$ cat src/rtl/bdq_pkg.sv
// shared constants, operation codes and control types for the bounded deque
`default_nettype none

package bdq_pkg;

    // storage geometry
    localparam int MAX_DEPTH = 1024;
    localparam int IDX_W     = $clog2(MAX_DEPTH);
    localparam int CNT_W     = 11;
    localparam int CAP_W     = 11;
    localparam int DATA_W    = 32;
    localparam int OP_W      = 3;

    localparam logic [CAP_W-1:0]  CAP_RESET  = CAP_W'(1024);
    localparam logic [CAP_W-1:0]  CAP_MAX    = CAP_W'(MAX_DEPTH);
    localparam logic [DATA_W-1:0] EMPTY_WORD = '1;

    // operation codes of an input word
    typedef enum logic [OP_W-1:0] {
        OP_INS_FRONT = 3'd0,
        OP_INS_REAR  = 3'd1,
        OP_DEL_FRONT = 3'd2,
        OP_DEL_REAR  = 3'd3,
        OP_QUERY     = 3'd4
    } t_op;

    // commands from the controller to the datapath
    typedef struct packed {
        logic load;
        logic exec;
        logic read;
    } t_dp_cmd;

    // ring index step forward with wrap
    function automatic logic [IDX_W-1:0] idx_inc(input logic [IDX_W-1:0] i);
        logic [IDX_W-1:0] r;
        r = (32'(i) + 32'd1 >= 32'(MAX_DEPTH)) ? '0 : i + IDX_W'(1);
        return r;
    endfunction

    // ring index step back with wrap
    function automatic logic [IDX_W-1:0] idx_dec(input logic [IDX_W-1:0] i);
        logic [IDX_W-1:0] r;
        r = (i == '0) ? IDX_W'(MAX_DEPTH - 1) : i - IDX_W'(1);
        return r;
    endfunction

endpackage

`default_nettype wire

$ cat src/rtl/bdq_ctrl.sv
// sequencing state machine: accept, execute, read back, respond
`default_nettype none

module bdq_ctrl (
    input  wire logic            i_clk,
    input  wire logic            i_rst_n,
    input  wire logic            i_in_valid,
    output logic                 o_in_stall,
    output logic                 o_out_valid,
    input  wire logic            i_out_stall,
    output bdq_pkg::t_dp_cmd     o_cmd
);
    import bdq_pkg::*;

    typedef enum logic [3:0] {
        S_IDLE = 4'b0001,
        S_EXEC = 4'b0010,
        S_READ = 4'b0100,
        S_RESP = 4'b1000
    } t_state;

    t_state r_state, n_state;

    // next state
    always_comb begin
        n_state = r_state;
        case (r_state)
            S_IDLE: begin
                if (i_in_valid) n_state = S_EXEC;
            end
            S_EXEC: n_state = S_READ;
            S_READ: n_state = S_RESP;
            S_RESP: begin
                if (!i_out_stall) n_state = S_IDLE;
            end
            default: n_state = S_IDLE;
        endcase
    end

    always_ff @(posedge i_clk) begin
        if (!i_rst_n) begin
            r_state <= S_IDLE;
        end else begin
            r_state <= n_state;
        end
    end

    // handshake and datapath commands
    assign o_in_stall  = (r_state != S_IDLE);
    assign o_out_valid = (r_state == S_RESP);
    assign o_cmd.load  = (r_state == S_IDLE) && i_in_valid;
    assign o_cmd.exec  = (r_state == S_EXEC);
    assign o_cmd.read  = (r_state == S_READ);

endmodule

`default_nettype wire

$ cat config.mk
export PLATFORM = sky130hd
export DESIGN_NAME = bdq_ctrl
export DESIGN_NICKNAME = d
export VERILOG_FILES = /design/src/rtl/bdq_pkg.sv /design/src/rtl/bdq_ctrl.sv
export SDC_FILE = /design/constraint.sdc
export NUM_CORES = 1
export LEC_CHECK = 0
export ABC_AREA = 1
export BUFFER_PORTS_ARGS = -buffer_cell sky130_fd_sc_hd__buf_2
export CORE_AREA = 2 2 39 41
export CTS_CLUSTER_DIAMETER = 40
export DETAILED_ROUTE_END_ITERATION = 7
export DIE_AREA = 0 0 41 43
export PLACE_DENSITY_LB_ADDON = 0.15
export SLEW_MARGIN = 10
export SYNTH_ARGS = -nofsm -noshare
export SYNTH_HDL_FRONTEND = slang
export SYNTH_SLANG_ARGS = --single-unit
$ cat constraint.sdc
create_clock -name i_clk -period 1.4 [get_ports i_clk]
set_clock_uncertainty 0.1 [all_clocks]
set_input_delay 0.07 -clock i_clk [delete_from_list [all_inputs] [get_ports i_clk]]
set_output_delay 0.07 -clock i_clk [all_outputs]
set_load 0.02 [all_outputs]
# After elaboration in Yosys (flattened, before gate mapping)

Cells that the tools add are included.

Register bits: 4
Bits of input ports: 4
Output and inout bits: 5
Logic and storage cells: 13

Eq/ne operators: 7
Mux-type cells: 3
Reductions and logical operators: 2

Operators by type and width:

| operator                                             | number |
|---|---|
| case mux 4 bit (4 select lines)                      | 1 |
| two-way mux 4 bit                                    | 2 |
| equality test 4 x 1 -> 1 bit (second input constant) | 1 |
| equality test 4 x 2 -> 1 bit (second input constant) | 1 |
| equality test 4 x 3 -> 1 bit (second input constant) | 1 |
| equality test 4 bit (second input constant)          | 1 |
| != test 2 bit (second input constant)                | 2 |
| != test 4 x 1 -> 1 bit (second input constant)       | 1 |
| AND reduction 2 bit                                  | 1 |
| logical AND 1 bit                                    | 1 |

# Depth between registers and ports, before layout

Gate-level depths: netlist of the first run.

Depth after elaboration: 3
Depth in mapped cells: 7
Depth with buffers taken out: 7

# Least setup slack after synthesis of the first run

No wires, ideal clock.

Path kind: flip-flop to output port
Start point: reg r_state[3]
End point: out o_out_valid
Data arrival time: 1.077 ns
Data required time: 1.230 ns
Slack: 0.153 ns
Stages on the path, launching flop included: 3
Buffers on the path: 0
Cells stage by stage: dfxtp_1 -> inv_1 -> nor4_1

Word-level cells in the longest chain between the ends: 1

RTL lines:

| element                | line           | source |
|---|---|---|
| from (decl)            | bdq_ctrl.sv:22 | `t_state r_state, n_state;` |
| from (signal assigned) | bdq_ctrl.sv:44 | `r_state <= n_state;` |
| equality test 4 bit    | bdq_ctrl.sv:50 | `assign o_out_valid = (r_state == S_RESP);` |
| to (decl)              | bdq_ctrl.sv:9  | `output logic o_out_valid,` |

No other way between the ends.

==> results of run 1 <==
==> critical path: stages (launching register included) <==
cell and delay, ns:
dfxtp_1 0.35, inv_1 0.06, nor2_2 0.11, nand2_2 0.08, nor2_1 0.08, buf_2 0.16
==> cells in the mapped netlist, drive strengths merged <==
cell type	instances
nor3	1
a21oi	1
nand2	8
buf	1
nand3	2
dfxtp	4
nor2	9
nor4	1
inv	11
==> per-stage QoR <==
step / cell area, µm² / util
after global placement: 279 / 0.202
final: 302 / 0.218
after detailed placement: 279 / 0.202
after floorplan: 226 / -
after global routing: 302 / 0.218
after CTS: 302 / 0.218
==> power by group through the flow <==
stage	Clock (mW)	Combinational [mW]	Sequential, mW
after floorplan	0	0.0536	0.129
after global placement	0	0.0735	0.130
after detailed placement	0	0.0726	0.130
after CTS	0.142	0.0728	0.129
after global routing	0.149	0.0802	0.129
final	0.135	0.0714	0.129
==> worst paths after layout <==
path,from,endpoint,slack [ns],cells past startpoint
setup / recovery,r_state[0],o_cmd[2],0.15,5
hold / removal,i_rst_n,r_state[0],0.01,4
setup reg to reg,r_state[0],r_state[0],0.35,7
hold reg to reg,r_state[0],r_state[1],0.50,4
==> area by class of cell <==
type / count / area [µm²]
multi-input combinational: 22 / 97.6
fill: 165 / 1080
timing repair buffer: 8 / 40.0
sequential: 4 / 80.1
clock buffer: 3 / 22.5
tap: 16 / 20.0
inverter: 11 / 41.3
==> routing by layer <==
layer  global-route usage  routed length, µm  up-vias
met4                0.100                  0        0
met1               0.0671                214       94
li1                     -                  -      129
met3                    0                 13        0
met2               0.0844                241        3
met5                    0                  0        -
==> cell families (layout without fill, tap and decap cells) <==
kind of cell           Yosys count  in the layout  synth area share
buffers and inverters           12             22             0.215
flip-flops                       4              4             0.354
AND/OR/NAND/NOR                 21             21             0.409
AO/OA/AOI/OAI                    1              1            0.0221
==> results.json, run 1 <==
{
  "status": "complete, no violations",
  "gr-usage-all-layers": 0.0631,
  "finalPower_uw": 335,
  "timing.hold.ws_ns": 0.0139,
  "drt-total-wl_um": 469,
  "critical_path_class": "reg2out",
  "port_buffers": 8,
  "area_growth_pct": 33.1,
  "drtAntennaViolNets": 0,
  "netlist_area_um2": 226,
  "yosysSeqAreaShare": 0.354,
  "clk_path_buf_depth": 2,
  "fp.dieH_um": 43,
  "layout-drive-gt1-share": 0.292,
  "p_sw_frac": 0.276,
  "seqPwrFrac": 0.384,
  "stdcell_count": 64,
  "cts-htree-levels": 1,
  "grt_pass1_vias": 206,
  "leakage_nw": 0.192,
  "ys_top_cells_by_area": "dfxtp_1, inv_1, nand2_1",
  "syn_area_per_cell_um2": 5.96,
  "relSlewSlack": 0.865,
  "detailed_place_hpwl_um": 394,
  "max-cap-violations": 0,
  "p_int_uw": 243,
  "hold_violations": 0,
  "finalSetupViolCount": 0,
  "end_kind": "output port",
  "reg_top3": "r_state: 4 flops",
  "die_area_um2": 1760,
  "ys_ff_latch": 4,
  "clock-sinks": 4,
  "fmax_mhz": 797,
  "place_congestion": 0.667,
  "slew_violations": 0,
  "power_density_nw_per_um2": 1110,
  "final_cell_mix": "inv_1, buf_2, nor2_1, nand2_1, dfxtp_1",
  "ctsHoldBuffers": 0,
  "rsz0062_at_grt": "false",
  "regMostFlops": "r_state",
  "combPwrFrac": 0.213,
  "fin_tns_setup_ns": 0,
  "cts_buffers": 3,
  "nets": 54,
  "antenna_found_initial": 0,
  "grt_max_degree": 5,
  "netSwitchingPower_uw": 92.6,
  "critical_path_arrival_ns": 1.08,
  "cts_resized": 0,
  "yosys.area.top_type_share": 0.354,
  "drc_errors": 0,
  "clk_pin_slew_worst_paths_ns": 0.03,
  "period_minus_slack_ns": 1.25,
  "post-route-period-util": 0.896,
  "num_rows": 14,
  "overflow": 0,
  "synthCells": 38,
  "drt-initial-drc-count": 2,
  "required_ns": 1.23,
  "first_pass_iters": 4,
  "die_w_um": 41,
  "crit_fanout": 4,
  "cts_post_setup_buffers_inserted": 0,
  "mappedNetlistNets": 42,
  "start_kind": "register",
  "peakVddDrop_uv": 228,
  "worstHoldPathType": "in2reg",
  "p_clk_frac": 0.403,
  "synth_largest_area_cell": "dfxtp_1",
  "final_common_cell": "inv_1",
  "core_area_um2": 1380,
  "detailedPlace.worstSlack_ns": 0.343,
  "ioPinCount": 9,
  "cts_tree": "yes",
  "insertion_delay_ns": 0.23,
  "via_per_inst": 3.53,
  "antenna_cells": 0,
  "yosys_warnings": 0,
  "ys_types": 11,
  "start_util": 0.164,
  "dr_total_vias": 226,
  "routedWlPerCell_um": 7.33,
  "tightest_slew_ns": 0.200,
  "cts-root-buf": "clkbuf_4",
  "largest_reg_flops": 4,
  "grt_pass1_wl_um": 690,
  "dp.cells": 61,
  "setup_ws_ns": 0.146
}
Power figures use the tool's default switching activity.
==> run 2, diff against run 1 <==
--- a/config.mk
+++ b/config.mk
@@ -6,7 +6,7 @@
 export NUM_CORES = 1
 export LEC_CHECK = 0
 export ABC_AREA = 1
-export BUFFER_PORTS_ARGS = -buffer_cell sky130_fd_sc_hd__buf_2
+export BUFFER_PORTS_ARGS = -buffer_cell sky130_fd_sc_hd__buf_4
 export CORE_AREA = 2 2 39 41
 export CTS_CLUSTER_DIAMETER = 40
 export DETAILED_ROUTE_END_ITERATION = 7
==> run 2 against run 1 <==
Net effect:
- design area grew 10%
- power grew 3.9%
- global-route usage grew 0.82 points
- register-to-register slack gained 0.03 ns
- via count grew 2.2%
- clock power is essentially flat
- largest power group unchanged
==> results.json, run 2 (same netlist as run 1, synthesis figures left out) <==
{
  "start_util": 0.164,
  "tightest_slew_ns": 0.253,
  "cts-htree-levels": 1,
  "final_common_cell": "inv_1",
  "r2r_cells": 7,
  "power_density_nw_per_um2": 1050,
  "drtAntennaViolNets": 0,
  "hold_violations": 0,
  "clk_path_buf_depth": 2,
  "peakVddDrop_uv": 173,
  "hold_path_end": "r_state[1]",
  "worstHoldPathType": "in2reg",
  "antenna_found_initial": 0,
  "relSlewSlack": 0.830,
  "final.fill_count": 160,
  "rr_startpoint": "r_state[0]",
  "cts-root-buf": "clkbuf_4",
  "ioPinCount": 9,
  "fin_tns_setup_ns": 0,
  "cts_tree": "yes",
  "fp.dieH_um": 43,
  "timing.hold.ws_ns": 0.0388,
  "first_pass_iters": 2,
  "die_area_um2": 1760,
  "critical_path_arrival_ns": 1.09,
  "setup_ws_ns": 0.136,
  "clk_pin_slew_worst_paths_ns": 0.04,
  "slew_violations": 0,
  "insertion_delay_ns": 0.23,
  "area_growth_pct": 46.4,
  "die_w_um": 41,
  "core_area_um2": 1380,
  "leakage_nw": 0.200,
  "grt_max_degree": 5,
  "post-route-period-util": 0.903,
  "period_minus_slack_ns": 1.26,
  "cts_resized": 0,
  "drc_errors": 0,
  "final_cell_mix": "inv_1, buf_4, nor2_1, nand2_1, dfxtp_1",
  "rr_endpoint": "r_state[0]",
  "clock-sinks": 4,
  "stdcell_count": 65,
  "required_ns": 1.23,
  "gr-usage-all-layers": 0.0713,
  "num_rows": 14,
  "end_kind": "output port",
  "overflow": 0,
  "largest_reg_flops": 4,
  "routedWlPerCell_um": 7.29,
  "fmax_mhz": 791,
  "crit_fanout": 3,
  "rsz0062_at_grt": "false",
  "status": "complete, no violations",
  "grt_pass1_wl_um": 765,
  "place_congestion": 0.672,
  "drt-total-wl_um": 474,
  "detailedPlace.worstSlack_ns": 0.379,
  "regMostFlops": "r_state",
  "dp.cells": 61,
  "nets": 55,
  "max-cap-violations": 0,
  "layout-drive-gt1-share": 0.286,
  "via_per_inst": 3.55,
  "min_from": "i_in_valid",
  "reg2reg_slack_ns": 0.38,
  "start_kind": "register",
  "critical_path_class": "reg2out",
  "cts_buffers": 3,
  "drt-initial-drc-count": 3,
  "reg_top3": "r_state: 4 flops",
  "antenna_cells": 0,
  "finalSetupViolCount": 0,
  "detailed_place_hpwl_um": 382,
  "port_buffers": 8,
  "dr_total_vias": 231,
  "grt_pass1_vias": 204,
  "holdPathStages": 3
}
run 2: changes by cell type in the layout (fill, tap and decap cells not counted), sizes merged:
cell | previous run | this run
dlygate4sd3 | 0 | 1
run 2: metrics by stage:
step	instance area, µm²	utilization	power, mW
floorplan	226	-	0.183
global placement	299	0.216	0.213
detailed placement	299	0.216	0.211
CTS	332	0.240	0.356
global route	332	0.240	0.380
finish	332	0.240	0.348
run 2: routing by layer:
layer  part of all wire  wire [µm]  vias to the layer above  global-route usage
li1                   -          -                      131                   -
met1               0.44        209                       97              0.0836
met2               0.53        250                        3              0.0844
met3              0.030         14                        0              0.0157
met4                  0          0                        0               0.100
met5                  0          0                        -                   0
run 2: cell type report:
type | instances | area, µm² | area share
Tap cell | 16 | 20.0 | 0.0604
Timing Repair Buffer | 9 | 70.1 | 0.211
Multi-Input combinational cell | 22 | 97.6 | 0.294
Sequential cell | 4 | 80.1 | 0.242
Clock buffer | 3 | 22.5 | 0.0679
Inverter | 11 | 41.3 | 0.125
run 2: worst max-delay path by stage:
stage                     startpoint           to  slack (ns)
after global routing      r_state[3]  o_out_valid        0.05
after global placement    r_state[0]   r_state[0]        0.35
final                     r_state[3]  o_out_valid        0.14
after CTS                 r_state[3]  o_out_valid        0.13
after floorplan           r_state[3]  o_out_valid        0.15
after detailed placement  r_state[1]   r_state[0]        0.38
run 2: timing repair:
| item | CTS | global route |
|---|---|---|
| endpoints found under the hold margin | 1 | 0 |
| hold buffers | 1 | 0 |
| setup buffers | 0 | 0 |
run 2: critical path, cell delays in order (launching register included):
cell     delay (ns)
dfxtp_1        0.36
inv_1          0.07
nor4_1         0.25
buf_4          0.19
run 2: power by group:
group | switching [mW] | internal [mW] | total [mW]
Combinational | 0.0465 | 0.0350 | 0.0815
Sequential | 0.00716 | 0.122 | 0.129
Clock | 0.0421 | 0.0956 | 0.138
==> run 3, diff against run 2 <==
==> constraint.sdc (replaced) <==
create_clock -name i_clk -period 1.5 [get_ports i_clk]
set_clock_uncertainty 0.1 [all_clocks]
set_input_delay 0.075 -clock i_clk [delete_from_list [all_inputs] [get_ports i_clk]]
set_output_delay 0.075 -clock i_clk [all_outputs]
set_load 0.02 [all_outputs]
==> run 3 against run 2 <==
Net effect:
- cell count unchanged
- first-iteration DRC count increased by 33%
- global-route usage increased by 0.80 points
- register-to-register slack improved by 0.07 ns
- non-clock buffer count unchanged
- core utilization unchanged
- hold slack got worse by 0.0095 ns
- die area unchanged
- wire length increased by 8.4%
- combinational power decreased by 5.2%
- clock power decreased by 5%
- flip-flop and latch count unchanged
==> results.json, run 3 (same netlist as run 1, synthesis figures left out) <==
{
  "drc_errors": 0,
  "critical_path_class": "reg2out",
  "place_congestion": 0.670,
  "regMostFlops": "r_state",
  "required_ns": 1.32,
  "ctsHoldBuffers": 1,
  "gr-usage-all-layers": 0.0792,
  "max-cap-violations": 0,
  "final_common_cell": "inv_1",
  "num_rows": 14,
  "post-route-util": 0.240,
  "routedWlPerCell_um": 7.91,
  "area_growth_pct": 46.4,
  "grt_pass1_vias": 199,
  "layout-drive-gt1-share": 0.286,
  "tightest_slew_ns": 0.227,
  "power_density_nw_per_um2": 990,
  "via_per_inst": 3.60,
  "critPathTopFamily": "flip-flops",
  "start_util": 0.164,
  "critical_path_arrival_ns": 1.09,
  "cp_cell_sequence": "inv_1 -> nor2_2 -> nand2_2 -> nor2_1 -> buf_4",
  "grt_pass1_wl_um": 807,
  "die_w_um": 41,
  "crit_path_max_incr_delay_ns": 0.36,
  "antenna_cells": 0,
  "fp.dieH_um": 43,
  "cts_resized": 0,
  "port_buffers": 8,
  "start_kind": "register",
  "finalPower_uw": 328,
  "period_minus_slack_ns": 1.27,
  "ioPinCount": 9,
  "largest_reg_flops": 4,
  "fmax_mhz": 790,
  "overflow": 0,
  "p_int_uw": 236,
  "final_cell_mix": "inv_1, buf_4, nor2_1, nand2_1, dfxtp_1",
  "clk_pin_slew_worst_paths_ns": 0.04,
  "dp.cells": 61,
  "nets": 55,
  "register_area_um2": 80.1,
  "insertion_delay_ns": 0.23,
  "drt-initial-drc-count": 4,
  "cts_buffers": 3,
  "worstHoldPathType": "in2reg",
  "first_pass_iters": 2,
  "drtAntennaViolNets": 0,
  "netSwitchingPower_uw": 92.6,
  "seqPwrFrac": 0.366,
  "status": "complete, no violations",
  "hold_violations": 0,
  "clk_path_buf_depth": 2,
  "die_area_um2": 1760,
  "post-route-period-util": 0.843,
  "reg_top3": "r_state: 4 flops",
  "combPwrFrac": 0.236,
  "drt-total-wl_um": 514,
  "end_kind": "output port",
  "timing.hold.ws_ns": 0.0293,
  "cts_tree": "yes",
  "rsz0062_at_grt": "false",
  "relSlewSlack": 0.847,
  "leakage_nw": 0.200,
  "final.fill_count": 162,
  "crit_fanout": 4,
  "clock-sinks": 4,
  "fin_tns_setup_ns": 0,
  "p_clk_frac": 0.399,
  "peakVddDrop_uv": 170,
  "cts-root-buf": "clkbuf_4",
  "cts-htree-levels": 1,
  "cp_slowest_cell": "dfxtp_1",
  "stdcell_count": 65,
  "core_area_um2": 1380,
  "finalSetupViolCount": 0,
  "detailed_place_hpwl_um": 386,
  "p_sw_frac": 0.282,
  "path_buf_inv": 2,
  "antenna_found_initial": 0,
  "multi_input_area_um2": 97.6,
  "grt_max_degree": 5,
  "slew_violations": 0,
  "dr_total_vias": 234,
  "cts_post_setup_buffers_inserted": 0
}
-- run 3: cell counts in the layout (fill, tap and decap cells not counted) --
Identical to the previous run, type by type.
-- run 3: stage by stage --
step | worst slack (ns) | instance area [µm²]
6_report | 0.235 | 332
5_1_grt | 0.127 | 332
4_1_cts | 0.214 | 332
3_5_place_dp | 0.458 | 299
3_3_place_gp | 0.450 | 299
2_1_floorplan | 0.248 | 226
-- run 3: layer usage --
layer | part of all wire | wire length (µm) | up-vias | global-route usage
li1 | - | - | 130 | -
met1 | 0.43 | 222 | 97 | 0.0865
met2 | 0.50 | 259 | 5 | 0.0875
met3 | 0.035 | 18 | 2 | 0.0314
met4 | 0.027 | 14 | 0 | 0.120
met5 | 0 | 0 | - | 0
-- run 3: worst register-to-register path: stages (launching register included) --
cell,delay [ns]
dfxtp_1,0.36
inv_1,0.06
nor2_2,0.12
nand3_1,0.11
nand2_1,0.08
inv_1,0.04
nand2_1,0.04
nand2_1,0.04
-- run 3: cell type report --
type / instances / share of cell area
sequential: 4 / 0.242
inverter: 11 / 0.125
timing repair buffer: 9 / 0.211
clock buffer: 3 / 0.0679
tap: 16 / 0.0604
multi-input combinational: 22 / 0.294
-- run 3: power by group through the flow --
stage | Sequential (mW) | Combinational [mW] | Clock [mW]
floorplan | 0.121 | 0.0500 | 0
global placement | 0.122 | 0.0759 | 0
detailed placement | 0.122 | 0.0754 | 0
CTS | 0.120 | 0.0779 | 0.137
global route | 0.121 | 0.0855 | 0.151
finish | 0.120 | 0.0773 | 0.131
-- run 3: final timing paths --
path / from / to / slack, ns / cells past startpoint
min: i_in_valid / r_state[1] / 0.03 / 3
max: r_state[0] / o_cmd[2] / 0.23 / 5
min reg2reg: r_state[0] / r_state[1] / 0.51 / 4
max reg2reg: r_state[0] / r_state[0] / 0.45 / 7
